<file path="src/rtl/core/brb_pkg.sv">
`default_nettype none

package brb_pkg;

    // Default storage limits
    localparam int MAX_WIDTH_DEF  = 1024;
    localparam int MAX_HEIGHT_DEF = 1024;

    // Configuration port
    localparam int CFG_W     = 11;
    localparam int CFG_IDX_W = 2;

    localparam logic [CFG_IDX_W-1:0] REG_IMAGE_WIDTH  = 2'd0;
    localparam logic [CFG_IDX_W-1:0] REG_IMAGE_HEIGHT = 2'd1;

    localparam int WIDTH_RESET  = 640;
    localparam int HEIGHT_RESET = 480;

    // Stream word widths
    localparam int S_TDATA_W = 8;
    localparam int S_TUSER_W = 1;
    localparam int M_TDATA_W = 8;

    // Position-derived decision flags, computed when an item is taken
    typedef struct packed {
        logic res_c2;     // row-end result (pixel in last column of older row)
        logic last_c2;
        logic top_c2;
        logic bot_c2;
        logic res_c1;     // in-row result (pixel one column back)
        logic last_c1;
        logic top_c1;
        logic bot_c1;
        logic left_c1;
        logic mid_c1;
        logic right_c1;
        logic border_c1;
        logic w_ge2;
        logic w_ge3;
    } t_pos_flags;

    // One result word
    typedef struct packed {
        logic frame_last;
        logic edge_res;
    } t_result;

    // Top-level control
    typedef enum logic [1:0] {
        ST_CLEAR = 2'b01,
        ST_RUN   = 2'b10
    } t_ctl_state;

endpackage

`default_nettype wire

</file>
<file path="src/rtl/core/brb_ram.sv">
`default_nettype none

// Simple dual-port RAM, one write port, one registered read port
module brb_ram #(
    parameter int WIDTH = 2,
    parameter int DEPTH = 1024
) (
    input  wire logic                     i_clk,
    input  wire logic                     i_we,
    input  wire logic [$clog2(DEPTH)-1:0] i_waddr,
    input  wire logic [WIDTH-1:0]         i_wdata,
    input  wire logic                     i_re,
    input  wire logic [$clog2(DEPTH)-1:0] i_raddr,
    output logic      [WIDTH-1:0]         o_rdata
);

    logic [WIDTH-1:0] r_mem [DEPTH];

    always_ff @(posedge i_clk) begin
        if (i_we) begin
            r_mem[i_waddr] <= i_wdata;
        end
        if (i_re) begin
            o_rdata <= r_mem[i_raddr];
        end
    end

endmodule

`default_nettype wire

</file>
<file path="src/rtl/core/brb_edge_unit.sv">
`default_nettype none

// 3x3 window register and boundary decision
module brb_edge_unit (
    input  wire logic                i_clk,
    input  wire logic                i_rst_n,
    input  wire logic                i_valid,
    input  wire logic                i_pix,
    input  wire logic [1:0]          i_stored,
    input  wire brb_pkg::t_pos_flags i_flags,
    output logic      [1:0]          o_wr_data,
    output logic                     o_res_valid,
    output brb_pkg::t_result         o_res
);

    logic [8:0] r_win;
    logic [8:0] n_win;
    logic [2:0] n_newcol;
    logic [8:0] n_mask_c2;
    logic [8:0] n_mask_c1;
    logic [2:0] n_col_c2;
    logic [2:0] n_row_c2;
    logic [2:0] n_col_c1;
    logic [2:0] n_row_c1;
    logic       n_edge_c2;
    logic       n_edge_c1;

    // New column: top = two rows back, middle = one row back, bottom = this row
    assign n_newcol  = {i_pix, i_stored[0], i_stored[1]};
    assign n_win     = {n_newcol, r_win[8:3]};
    assign o_wr_data = {i_stored[0], i_pix};

    // Neighbor masks, bit 3*col+row
    assign n_col_c2 = {1'b1, i_flags.w_ge2, i_flags.w_ge3};
    assign n_row_c2 = {i_flags.bot_c2, 1'b1, i_flags.top_c2};
    assign n_col_c1 = {i_flags.right_c1, i_flags.mid_c1, i_flags.left_c1};
    assign n_row_c1 = {i_flags.bot_c1, 1'b1, i_flags.top_c1};

    always_comb begin
        for (int k = 0; k < 3; k++) begin
            for (int j = 0; j < 3; j++) begin
                n_mask_c2[3*k+j] = n_col_c2[k] & n_row_c2[j];
                n_mask_c1[3*k+j] = n_col_c1[k] & n_row_c1[j];
            end
        end
    end

    // Row-end result uses the window before the shift, centre in the right column;
    // a centre in the last column is always on the border
    assign n_edge_c2 = r_win[7] | (|(r_win & n_mask_c2));
    assign n_edge_c1 = n_win[4] ? i_flags.border_c1 : (|(n_win & n_mask_c1));

    always_comb begin
        o_res_valid = i_valid & (i_flags.res_c2 | i_flags.res_c1);
        if (i_flags.res_c1) begin
            o_res.edge_res   = n_edge_c1;
            o_res.frame_last = i_flags.last_c1;
        end else begin
            o_res.edge_res   = n_edge_c2;
            o_res.frame_last = i_flags.last_c2;
        end
    end

    always_ff @(posedge i_clk) begin
        if (!i_rst_n) begin
            r_win <= '0;
        end else if (i_valid) begin
            r_win <= n_win;
        end
    end

endmodule

`default_nettype wire

</file>
<file path="src/rtl/core/brb_out_queue.sv">
`default_nettype none

// Two-word output queue; head drives the master side
module brb_out_queue (
    input  wire logic              i_clk,
    input  wire logic              i_rst_n,
    input  wire logic              i_push,
    input  wire brb_pkg::t_result  i_data,
    input  wire logic              i_pop,
    output logic                   o_valid,
    output brb_pkg::t_result       o_data,
    output logic [1:0]             o_count
);

    brb_pkg::t_result r_q [2];
    logic [1:0]       r_count;
    logic [1:0]       n_count;
    logic             n_pop;
    logic [1:0]       n_slot;

    assign n_pop   = i_pop & (r_count != 2'd0);
    assign n_count = r_count + {1'b0, i_push} - {1'b0, n_pop};
    assign n_slot  = r_count - {1'b0, n_pop};
    assign o_valid = (r_count != 2'd0);
    assign o_data  = r_q[0];
    assign o_count = r_count;

    // Payload: shift on pop, write behind the remaining word
    always_ff @(posedge i_clk) begin
        if (i_push && (n_slot == 2'd0)) begin
            r_q[0] <= i_data;
        end else if (n_pop) begin
            r_q[0] <= r_q[1];
        end
        if (i_push && (n_slot != 2'd0)) begin
            r_q[1] <= i_data;
        end
    end

    always_ff @(posedge i_clk) begin
        if (!i_rst_n) begin
            r_count <= '0;
        end else begin
            r_count <= n_count;
        end
    end

endmodule

`default_nettype wire

</file>
<file path="src/rtl/core/binary_region_boundary_3x3.sv">
// Outer boundary of a binary mask over a 3x3 window, raster order.
// Slave stream: one mask pixel per word, tdata[0] = foreground, tuser[0] = flush
// (padding word after a frame). Master stream: tdata[0] = edge flag, tlast marks
// the result for the frame's last pixel.
// A frame is W*H pixel words followed by W+1 flush words; the result for a pixel
// leaves with the word one row plus one column later, none for flush-only slots.
// Throughput: one word per clock while the output queue has room. A word
// taken is registered with its row store read, then its decision goes into
// the output queue, whose head drives the master side.
// The row store is a one-port-read, one-port-write RAM of MAX_WIDTH x 2 bits;
// a same-address read right behind a write is served by a forward register.
// Reset: size registers return to 640 x 480, then the row store is cleared, one
// entry per clock over all MAX_WIDTH entries; s_axis_tready stays low meanwhile.
// Stall: results wait in a two-word queue; s_axis_tready drops only when that
// queue plus the word in flight could not absorb another result.
// Configuration (i_cfg_we/i_cfg_idx/i_cfg_data) is written by the user while idle
// only, unchecked; index 0 = width, 1 = height, clamped to 1..MAX_WIDTH/HEIGHT.
`default_nettype none

module binary_region_boundary_3x3 #(
    parameter int MAX_WIDTH  = brb_pkg::MAX_WIDTH_DEF,
    parameter int MAX_HEIGHT = brb_pkg::MAX_HEIGHT_DEF
) (
    input  wire logic                          i_clk,
    input  wire logic                          i_rst_n,
    // config write
    input  wire logic                          i_cfg_we,
    input  wire logic [brb_pkg::CFG_IDX_W-1:0] i_cfg_idx,
    input  wire logic [brb_pkg::CFG_W-1:0]     i_cfg_data,
    // slave stream
    input  wire logic                          s_axis_tvalid,
    output logic                               s_axis_tready,
    input  wire logic [brb_pkg::S_TDATA_W-1:0] s_axis_tdata,  // [0] foreground
    input  wire logic [brb_pkg::S_TUSER_W-1:0] s_axis_tuser,  // [0] flush
    // master stream
    output logic                               m_axis_tvalid,
    input  wire logic                          m_axis_tready,
    output logic      [brb_pkg::M_TDATA_W-1:0] m_axis_tdata,  // [0] edge_res
    output logic                               m_axis_tlast
);

    localparam int AW  = $clog2(MAX_WIDTH);
    localparam int WW  = $clog2(MAX_WIDTH + 1);
    localparam int HW  = $clog2(MAX_HEIGHT + 1);
    localparam int RW  = $clog2(MAX_HEIGHT + 2);
    localparam int MX1 = (AW > WW) ? AW : WW;
    localparam int MX2 = (MX1 > RW) ? MX1 : RW;
    localparam int CW  = MX2 + 1;

    localparam logic [WW-1:0] W_RST =
        WW'((brb_pkg::WIDTH_RESET > MAX_WIDTH) ? MAX_WIDTH : brb_pkg::WIDTH_RESET);
    localparam logic [HW-1:0] H_RST =
        HW'((brb_pkg::HEIGHT_RESET > MAX_HEIGHT) ? MAX_HEIGHT : brb_pkg::HEIGHT_RESET);
    localparam logic [AW-1:0] CLR_LAST = AW'(MAX_WIDTH - 1);

    // ---------------------------------------------------------------
    // Signals
    // ---------------------------------------------------------------
    brb_pkg::t_ctl_state r_state;
    logic [AW-1:0]       r_clr_addr;

    logic [WW-1:0]       r_img_w;
    logic [HW-1:0]       r_img_h;

    logic [AW-1:0]       r_ic;
    logic [RW-1:0]       r_ir;
    logic [AW-1:0]       n_ic;
    logic [RW-1:0]       n_ir;

    logic [CW-1:0]       n_icx;
    logic [CW-1:0]       n_irx;
    logic [CW-1:0]       n_wx;
    logic [CW-1:0]       n_hx;

    logic                n_accept;
    logic                n_pix;
    brb_pkg::t_pos_flags n_flags;

    logic                r_s1_valid;
    logic                r_s1_pix;
    logic [AW-1:0]       r_s1_addr;
    brb_pkg::t_pos_flags r_s1_flags;
    logic                r_fwd;
    logic [1:0]          r_fwd_data;

    logic [1:0]          n_ram_rdata;
    logic [1:0]          n_stored;
    logic [1:0]          n_wr_data;
    logic                n_ram_we;
    logic [AW-1:0]       n_ram_waddr;
    logic [1:0]          n_ram_wdata;

    logic                n_res_valid;
    brb_pkg::t_result    n_res;
    logic                n_q_valid;
    brb_pkg::t_result    n_q_data;
    logic [1:0]          n_q_count;
    logic                n_pop;

    // ---------------------------------------------------------------
    // Configuration registers, clamped on write
    // ---------------------------------------------------------------
    always_ff @(posedge i_clk) begin
        if (!i_rst_n) begin
            r_img_w <= W_RST;
            r_img_h <= H_RST;
        end else if (i_cfg_we) begin
            case (i_cfg_idx)
                brb_pkg::REG_IMAGE_WIDTH: begin
                    if (i_cfg_data == '0) begin
                        r_img_w <= WW'(1);
                    end else if (32'(i_cfg_data) > 32'(MAX_WIDTH)) begin
                        r_img_w <= WW'(MAX_WIDTH);
                    end else begin
                        r_img_w <= WW'(i_cfg_data);
                    end
                end
                brb_pkg::REG_IMAGE_HEIGHT: begin
                    if (i_cfg_data == '0) begin
                        r_img_h <= HW'(1);
                    end else if (32'(i_cfg_data) > 32'(MAX_HEIGHT)) begin
                        r_img_h <= HW'(MAX_HEIGHT);
                    end else begin
                        r_img_h <= HW'(i_cfg_data);
                    end
                end
                default: begin
                end
            endcase
        end
    end

    // ---------------------------------------------------------------
    // Row store clear after reset
    // ---------------------------------------------------------------
    always_ff @(posedge i_clk) begin
        if (!i_rst_n) begin
            r_state    <= brb_pkg::ST_CLEAR;
            r_clr_addr <= '0;
        end else begin
            case (r_state)
                brb_pkg::ST_CLEAR: begin
                    r_clr_addr <= r_clr_addr + AW'(1);
                    if (r_clr_addr == CLR_LAST) begin
                        r_state <= brb_pkg::ST_RUN;
                    end
                end
                brb_pkg::ST_RUN: begin
                    r_state <= brb_pkg::ST_RUN;
                end
                default: begin
                    r_state <= brb_pkg::ST_CLEAR;
                end
            endcase
        end
    end

    // ---------------------------------------------------------------
    // Input handshake: room for the word in flight plus one more
    // ---------------------------------------------------------------
    assign n_pop = n_q_valid & m_axis_tready;

    always_comb begin
        case (n_q_count)
            2'd0:    s_axis_tready = 1'b1;
            2'd1:    s_axis_tready = !r_s1_valid || n_pop;
            default: s_axis_tready = !r_s1_valid && n_pop;
        endcase
        if (r_state != brb_pkg::ST_RUN) begin
            s_axis_tready = 1'b0;
        end
    end

    assign n_accept = s_axis_tvalid & s_axis_tready;

    // ---------------------------------------------------------------
    // Position counters and per-word flags
    // ---------------------------------------------------------------
    assign n_icx = CW'(r_ic);
    assign n_irx = CW'(r_ir);
    assign n_wx  = CW'(r_img_w);
    assign n_hx  = CW'(r_img_h);

    assign n_pix = (n_irx < n_hx) & s_axis_tdata[0] & ~s_axis_tuser[0];

    always_comb begin
        n_flags.res_c2    = (r_ic == '0) && (n_irx >= CW'(2)) && (n_irx < n_hx + CW'(2));
        n_flags.last_c2   = (n_irx == n_hx + CW'(1));
        n_flags.top_c2    = (n_irx >= CW'(3));
        n_flags.bot_c2    = (n_irx < n_hx + CW'(1));
        n_flags.res_c1    = (r_ic != '0) && (n_irx >= CW'(1)) && (n_irx < n_hx + CW'(1));
        n_flags.last_c1   = (n_irx == n_hx) && (n_icx == n_wx);
        n_flags.top_c1    = (n_irx >= CW'(2));
        n_flags.bot_c1    = (n_irx < n_hx);
        n_flags.left_c1   = (n_icx >= CW'(2)) && (n_icx < n_wx + CW'(2));
        n_flags.mid_c1    = (n_icx <= n_wx);
        n_flags.right_c1  = (n_icx < n_wx);
        n_flags.border_c1 = (n_irx == CW'(1)) || (n_irx == n_hx) ||
                            (n_icx == CW'(1)) || (n_icx == n_wx);
        n_flags.w_ge2     = (n_wx >= CW'(2));
        n_flags.w_ge3     = (n_wx >= CW'(3));
    end

    always_comb begin
        if (n_irx >= n_hx + CW'(1)) begin
            n_ic = '0;
            n_ir = '0;
        end else if (n_icx + CW'(1) >= n_wx) begin
            n_ic = '0;
            n_ir = r_ir + RW'(1);
        end else begin
            n_ic = r_ic + AW'(1);
            n_ir = r_ir;
        end
    end

    always_ff @(posedge i_clk) begin
        if (!i_rst_n) begin
            r_ic <= '0;
            r_ir <= '0;
        end else if (n_accept) begin
            r_ic <= n_ic;
            r_ir <= n_ir;
        end
    end

    // ---------------------------------------------------------------
    // Decision stage register, forward on same-address overlap
    // ---------------------------------------------------------------
    always_ff @(posedge i_clk) begin
        if (!i_rst_n) begin
            r_s1_valid <= 1'b0;
            r_fwd      <= 1'b0;
        end else begin
            r_s1_valid <= n_accept;
            r_fwd      <= n_accept && r_s1_valid && (r_s1_addr == r_ic);
        end
    end

    always_ff @(posedge i_clk) begin
        if (n_accept) begin
            r_s1_pix   <= n_pix;
            r_s1_addr  <= r_ic;
            r_s1_flags <= n_flags;
        end
        r_fwd_data <= n_wr_data;
    end

    assign n_stored = r_fwd ? r_fwd_data : n_ram_rdata;

    // ---------------------------------------------------------------
    // Row store
    // ---------------------------------------------------------------
    always_comb begin
        if (r_state == brb_pkg::ST_CLEAR) begin
            n_ram_we    = 1'b1;
            n_ram_waddr = r_clr_addr;
            n_ram_wdata = '0;
        end else begin
            n_ram_we    = r_s1_valid;
            n_ram_waddr = r_s1_addr;
            n_ram_wdata = n_wr_data;
        end
    end

    brb_ram #(
        .WIDTH (2),
        .DEPTH (MAX_WIDTH)
    ) u_row_store (
        .i_clk   (i_clk),
        .i_we    (n_ram_we),
        .i_waddr (n_ram_waddr),
        .i_wdata (n_ram_wdata),
        .i_re    (n_accept),
        .i_raddr (r_ic),
        .o_rdata (n_ram_rdata)
    );

    brb_edge_unit u_edge (
        .i_clk       (i_clk),
        .i_rst_n     (i_rst_n),
        .i_valid     (r_s1_valid),
        .i_pix       (r_s1_pix),
        .i_stored    (n_stored),
        .i_flags     (r_s1_flags),
        .o_wr_data   (n_wr_data),
        .o_res_valid (n_res_valid),
        .o_res       (n_res)
    );

    brb_out_queue u_out_q (
        .i_clk   (i_clk),
        .i_rst_n (i_rst_n),
        .i_push  (n_res_valid),
        .i_data  (n_res),
        .i_pop   (n_pop),
        .o_valid (n_q_valid),
        .o_data  (n_q_data),
        .o_count (n_q_count)
    );

    assign m_axis_tvalid = n_q_valid;
    assign m_axis_tdata  = {{(brb_pkg::M_TDATA_W-1){1'b0}}, n_q_data.edge_res};
    assign m_axis_tlast  = n_q_data.frame_last;

    // ---------------------------------------------------------------
    // Assertions
    // ---------------------------------------------------------------
    a_no_accept_in_clear: assert property (@(posedge i_clk) disable iff (!i_rst_n)
        n_accept |-> (r_state == brb_pkg::ST_RUN))
        else $error("word taken during row store clear");

    a_queue_no_overflow: assert property (@(posedge i_clk) disable iff (!i_rst_n)
        !(n_res_valid && (n_q_count == 2'd2) && !n_pop))
        else $error("result pushed into full output queue");

    a_fwd_after_write: assert property (@(posedge i_clk) disable iff (!i_rst_n)
        r_fwd |-> (r_s1_valid && $past(r_s1_valid)))
        else $error("forward without an overlapping write");

    a_valid_from_stage: assert property (@(posedge i_clk) disable iff (!i_rst_n)
        n_res_valid |-> $past(n_accept))
        else $error("result without a word in the decision stage");

endmodule

`default_nettype wire

</file>
<file path="config.mk">
export PLATFORM = sky130hd
export DESIGN_NAME = binary_region_boundary_3x3
export DESIGN_NICKNAME = d
export VERILOG_FILES = /design/src/rtl/core/brb_pkg.sv /design/src/rtl/core/brb_ram.sv /design/src/rtl/core/brb_edge_unit.sv /design/src/rtl/core/brb_out_queue.sv /design/src/rtl/core/binary_region_boundary_3x3.sv
export SDC_FILE = /design/constraint.sdc
export NUM_CORES = 2
export LEC_CHECK = 0
export BUFFER_PORTS_ARGS = -buffer_cell sky130_fd_sc_hd__buf_2
export CELL_PAD_IN_SITES_DETAIL_PLACEMENT = 1
export CELL_PAD_IN_SITES_GLOBAL_PLACEMENT = 2
export CORE_ASPECT_RATIO = 0.8
export CORE_UTILIZATION = 40
export DETAILED_ROUTE_END_ITERATION = 7
export GPL_ROUTABILITY_DRIVEN = 1
export PLACE_DENSITY_LB_ADDON = 0.3
export SLEW_MARGIN = 20
export SYNTH_ARGS = -nofsm -noshare
export SYNTH_HDL_FRONTEND = slang
export SYNTH_SLANG_ARGS = --single-unit
</file>
<file path="constraint.sdc">
create_clock -name i_clk -period 90.4 [get_ports i_clk]
set_input_delay 9.04 -clock i_clk [delete_from_list [all_inputs] [get_ports i_clk]]
set_output_delay 9.04 -clock i_clk [all_outputs]
set_load 0.005 [all_outputs]
</file>
Word-level counts from Yosys, hierarchy flattened --
Memories as Yosys holds them, arrays and structs flattened. A register that Yosys moved wholly into a read port is not among the register bits. Index checks and enable logic that the tools add are counted.
Word-level totals: bits in registers 95, RAM bits 2052, bits of input ports 27, memories kept 2
Memory list:
- u_row_store.r_mem | depth 1024, bits a word 2, rd ports 1, clocked after memory_dff 1, wr ports 1, line brb_ram.sv:17 | logic [WIDTH-1:0] r_mem [DEPTH];
- u_out_q.r_q | depth 2, bits a word 2, rd ports 2, clocked after memory_dff 0, wr ports 2, line brb_out_queue.sv:15 | brb_pkg::t_result r_q [2];
Cells by class: $add $sub $neg 10, order comparisons 15, equal/unequal tests 13, multiplexer cells 26, bitwise logic cells 22, reductions and logical operators 30
Operators with widths (count):
- >= comparator 11 x 2 -> 1 bit (second input constant) | 4
- 2-to-1 mux 11 bit | 4
- 2-to-1 mux 10 bit | 3
- adder 11 x 2 -> 12 bit (second input constant) | 2
- < comparator 11 x 12 -> 1 bit | 2
- adder 10 x 1 -> 10 bit (second input constant) | 2
- bitwise AND 9 bit | 2
- OR reduction 9 bit | 2
- bitwise AND 1 bit | 16
- adder 11 x 1 -> 12 bit (second input constant) | 1
- == test 11 x 12 -> 1 bit | 1
- >= comparator 11 x 12 -> 1 bit | 1
- < comparator 10 x 12 -> 1 bit | 1
- 2-to-1 mux 1 bit | 12
- adder 10 x 1 -> 11 bit (second input constant) | 1
- adder 11 x 1 -> 11 bit (second input constant) | 1
- == test 10 x 11 -> 1 bit | 1
- == test 11 x 1 -> 1 bit (second input constant) | 1
- == test 11 bit | 1
- >= comparator 11 x 1 -> 1 bit (second input constant) | 1
- >= comparator 11 bit | 1
- greater-than comparator 11 bit (second input constant) | 1
- <= comparator 10 x 11 -> 1 bit | 1
- logical AND 1 bit | 11
- 24 further kinds | 43

Depth between registers and ports, before layout --
depth after elaboration 9, depth in mapped cells 18, depth with buffers taken out 15

Cells and area by module --
From an unflattened synthesis, not the netlist that was laid out.
Second synthesis, totals: cell total of the unflattened synthesis 5530, area total of the unflattened synthesis 90625.7 um2
By module, submodules not included:
- brb_ram | times used 1, cells an instance 4793, area each 83777.8 um2
- binary_region_boundary_3x3 | times used 1, cells an instance 658, area each 6019.5 um2
- brb_edge_unit | times used 1, cells an instance 48, area each 480.5 um2
- brb_out_queue | times used 1, cells an instance 31, area each 347.8 um2

Worst setup path after synthesis --
Ideal clock, no wire load.
path kind reg2reg, start point reg r_state[1], end point mem u_row_store.r_mem[0][0] (data pin), data arrival time 26.032 ns, slack 59.164 ns, stages on the path, launching flop included 8, path buffers 4, period minus slack after synthesis 31.236 ns, cell sequence dfxtp_1 > inv_1 > ha_1 > clkbuf_1 > clkbuf_1 > clkbuf_1 > buf_1 > nor2b_1
Between the ends: cells in the longest elaborated chain, start to end 2
Ends and longest elaborated chain:
- start: declaration | line binary_region_boundary_3x3.sv:59 | brb_pkg::t_ctl_state r_state;
- start signal: assignment | line binary_region_boundary_3x3.sv:138 | r_state <= brb_pkg::ST_CLEAR;
- start signal: assignment | line binary_region_boundary_3x3.sv:145 | r_state <= brb_pkg::ST_RUN;
- start signal: assignment | line binary_region_boundary_3x3.sv:149 | r_state <= brb_pkg::ST_RUN;
- == test 2 x 1 -> 1 bit | line binary_region_boundary_3x3.sv:255 | if (r_state == brb_pkg::ST_CLEAR) begin
- 2-to-1 mux 2 bit | line binary_region_boundary_3x3.sv:255
- net n_ram_wdata[0] | line binary_region_boundary_3x3.sv:91 | logic [1:0] n_ram_wdata;
- end: declaration | line brb_ram.sv:17
The timed path passes the listed nets, and every way through them passes these cells.

Final worst setup path --
start point in m_axis_tready, end point out s_axis_tready
Between the ends: cells in the longest elaborated chain, start to end 4
Ends and longest elaborated chain:
- start: declaration | line binary_region_boundary_3x3.sv:37 | input wire logic m_axis_tready,
- bitwise AND 1 bit (*) | line binary_region_boundary_3x3.sv:161 | assign n_pop = n_q_valid & m_axis_tready;
- logical AND 1 bit or logical OR 1 bit (tied branches) | line binary_region_boundary_3x3.sv:167, binary_region_boundary_3x3.sv:166
- case mux 1 bit (2 select lines) (*) | line binary_region_boundary_3x3.sv:164 | case (n_q_count)
- 2-to-1 mux 1 bit (*) | line binary_region_boundary_3x3.sv:169 | if (r_state != brb_pkg::ST_RUN) begin
- end: declaration | line binary_region_boundary_3x3.sv:32 | output logic s_axis_tready,
Every way passes the cells marked *; elsewhere a longest branch is shown, timed or not.

==> qor.yml <==
outcome: "completed"
required_ps: 81360
skew_ps: 74.3
rsz0062_at_grt: "false"
period_share_pct: 20.6
grt_util_all_layers_pct: 25.2
p_leak_nw: 25.3
finalInstanceArea_um2: 101000
cts_resized: 0
post-route-util_pct: 44.9
slew_viol_final: 0
drt-initial-drc-count: 6730
drcViolationCount: 0
fin_crit_ps: 18620
syn_inst: 5565
cts-hold-fix-buffers: 0
area_delta_synth_final_pct: 11.2
start_util_pct: 40.4
tightest_slew_ps: 1310
crit_top_cell: "buf_2"
detail-route-antenna-nets: 0
yosysTopAreaCell: "edfxtp_1"
fin_nets: 5634
dr.pass1.iters: 7
register_area_um2: 63900
synth-seq-area-share_pct: 70.6
slew_headroom_pct: 12.5
worstPathMaxFanout: 3
pre_cts_ws_ps: 71790
die-area_um2: 228000
grt_pass1_vias: 53236
dpl_cell_area_um2: 93700
clkSinkCount: 2149
yosysWarnings: 0
power-per-cell-area_nw_per_um2: 19.8
synth_area_um2: 90500
critPathMaxStageDelay_ps: 220
hold_violations: 0
synthTopCellsByArea: "edfxtp_1 (69%), mux4_2 (11%), nor2_1 (4.7%)"
wl_um: 289000
port_buffers: 23
via_per_inst: 6.02
die_x_um: 534
max_freq_mhz: 53.7
clockRootBuffer: "clkbuf_16"
path_class: "input pin to primary output"
multi_input_area_um2: 24600
drive_gt1_share_pct: 18.0
holdWs_ps: 522
fin_setup_tns_ps: 0
worstPathArrival_ps: 9580
die_h_um: 427
cts_tree: "done"
cts_buffers: 214
fillCellCount: 21495
setup_viol: 0
cp-end-kind: "primary output"
htreeDepth: 4
peakVddDrop_mv: 0.0194
avgRoutedWirePerCell_um: 33.3
critPathLaunchType: "input pin"
clk_latency_ps: 900
grt_max_degree: 247
fin_ws_ps: 71780
io_pins: 38
syn_area_per_cell_um2: 16.3
place_congestion: 0.817
maxCapViolCount: 0
worstPathCellList: "buf_2 > o21ai_0 > a21oi_1 > buf_2"
dominantRegCellSynth: "edfxtp_1"
cts_setup_buffers: 0
slowest_stage: "a21oi_1"
core_region_area_um2: 224000
grt_overflow: 0
vias: 52317
grt_pass1_wl_um: 407000
async_flop_share_pct: 0
hold_path.class: "flip-flop to flip-flop"
cts_buffer_depth: 4
yosysTopAreaCellShare_pct: 69.0
place_hpwl_um: 163000
cts.clk_slew.worst_paths_ps: 60
rows: 155
synth.distinct_cells: 81
ys_ff_latch: 2149
antenna_found_initial: 19
synth_edf_count: 2079
==> synth_stat cells (12+ instances only) <==
cell       number
nor2b_1        40
dfxtp_1        70
a21o_1         13
nor2_1       1128
mux2i_1       215
a31oi_1        23
buf_2          52
a221oi_1       25
a22oi_1        44
inv_1          58
edfxtp_1     2079
a21oi_1        70
o21ai_0        49
buf_1          27
nand3_1        54
and3_1         16
o22ai_1        49
mux2_2         21
mux4_2        450
o21a_1         13
clkbuf_1      275
ha_1           79
buf_6          39
nand2_1       209
nand2b_1       20
xnor2_1        55
o221ai_1       33
o211ai_1       16
xor2_1         12
buf_4          25
and2_1         21
or3_1          19
a2111oi_0      13
nand4_1        26
a211oi_1       23
nor3_1         41
==> worst max-delay path, delay by kind of cell <==
family	cells	cell delay [ps]
AO/OA/AOI/OAI	2	290
buffers and inverters	2	240
==> routing by layer <==
metal,global-route usage [%],part of all wire [%]
met1,37.0,44
met3,4.99,8.6
met2,38.5,45
met5,0,0.019
met4,6.37,2.6
==> cell usage in the layout, fill, tap and decap left out, types with 34 or more instances in the layout <==
master     instances
xnor2_1           55
nor2_1          1122
clkbuf_1          39
ha_1              79
a22oi_1           44
mux4_2           450
o21ai_0           49
nor2b_1           34
o22ai_1           48
mux2i_1          215
clkinv_2          34
buf_4            136
edfxtp_1        2079
a21oi_1           70
nand3_1           43
clkinv_1          50
dfxtp_1           63
clkbuf_16        217
nand2_1          188
inv_1             58
nor3_1            41
==> final cells by class <==
cell class	count	share of cell area (%)
inverters	62	0.238
clock buffers	261	5.59
well taps	2983	3.71
repair buffers	170	1.36
clock inverters	123	1.19
flip-flops and latches	2149	63.5
diodes	7	0.0174
multi-input cells	2931	24.4
==> sequential cells by signal (all words and copies together) (netlist names), 10 cells and up <==
| name | cells |
|---|---|
| r_ic | 10 |
| r_clr_addr | 10 |
| u_row_store.r_mem | 2048 |
| r_s1_addr | 10 |
| r_img_w | 11 |
| r_img_h | 11 |
| r_ir | 11 |
| r_s1_flags | 14 |
==> cell families after synthesis <==
group | count (synthesis) | synth area share [%]
buf+inv | 491 | 2.68
flops | 2149 | 70.6
fa+ha+maj | 79 | 1.09
mux | 688 | 13.9
xor+xnor | 67 | 0.649
simple gates | 1622 | 7.45
compound gates | 468 | 3.66
other cells | 1 | 0.00415
==> power by group <==
group	total [mW]	leakage [nW]	switching (mW)	internal, mW
combinational	0.0175	6.77	0.0132	0.00422
sequential	1.08	15.2	0.000956	1.08
clock	0.895	3.33	0.388	0.507
==> final timing paths <==
path                                    start                     end  slack, ps  cells past startpoint
worst max-delay path            m_axis_tready           s_axis_tready      71780                      4
worst min-delay path                 r_s1_pix           r_fwd_data[0]        520                      0
worst max register to register        r_ic[0]  u_row_store.o_rdata[0]      83250                     12
worst min register to register       r_s1_pix           r_fwd_data[0]        520                      0
==> stage by stage <==
step           power, mW  cells
2_1_floorplan       1.11   5571
3_3_place_gp        1.11   8294
3_5_place_dp        1.12   8294
4_1_cts             2.00   8678
5_1_grt             2.03   8680
6_report            1.99   8686
Note: power is estimated with default switching activity, not from simulation.
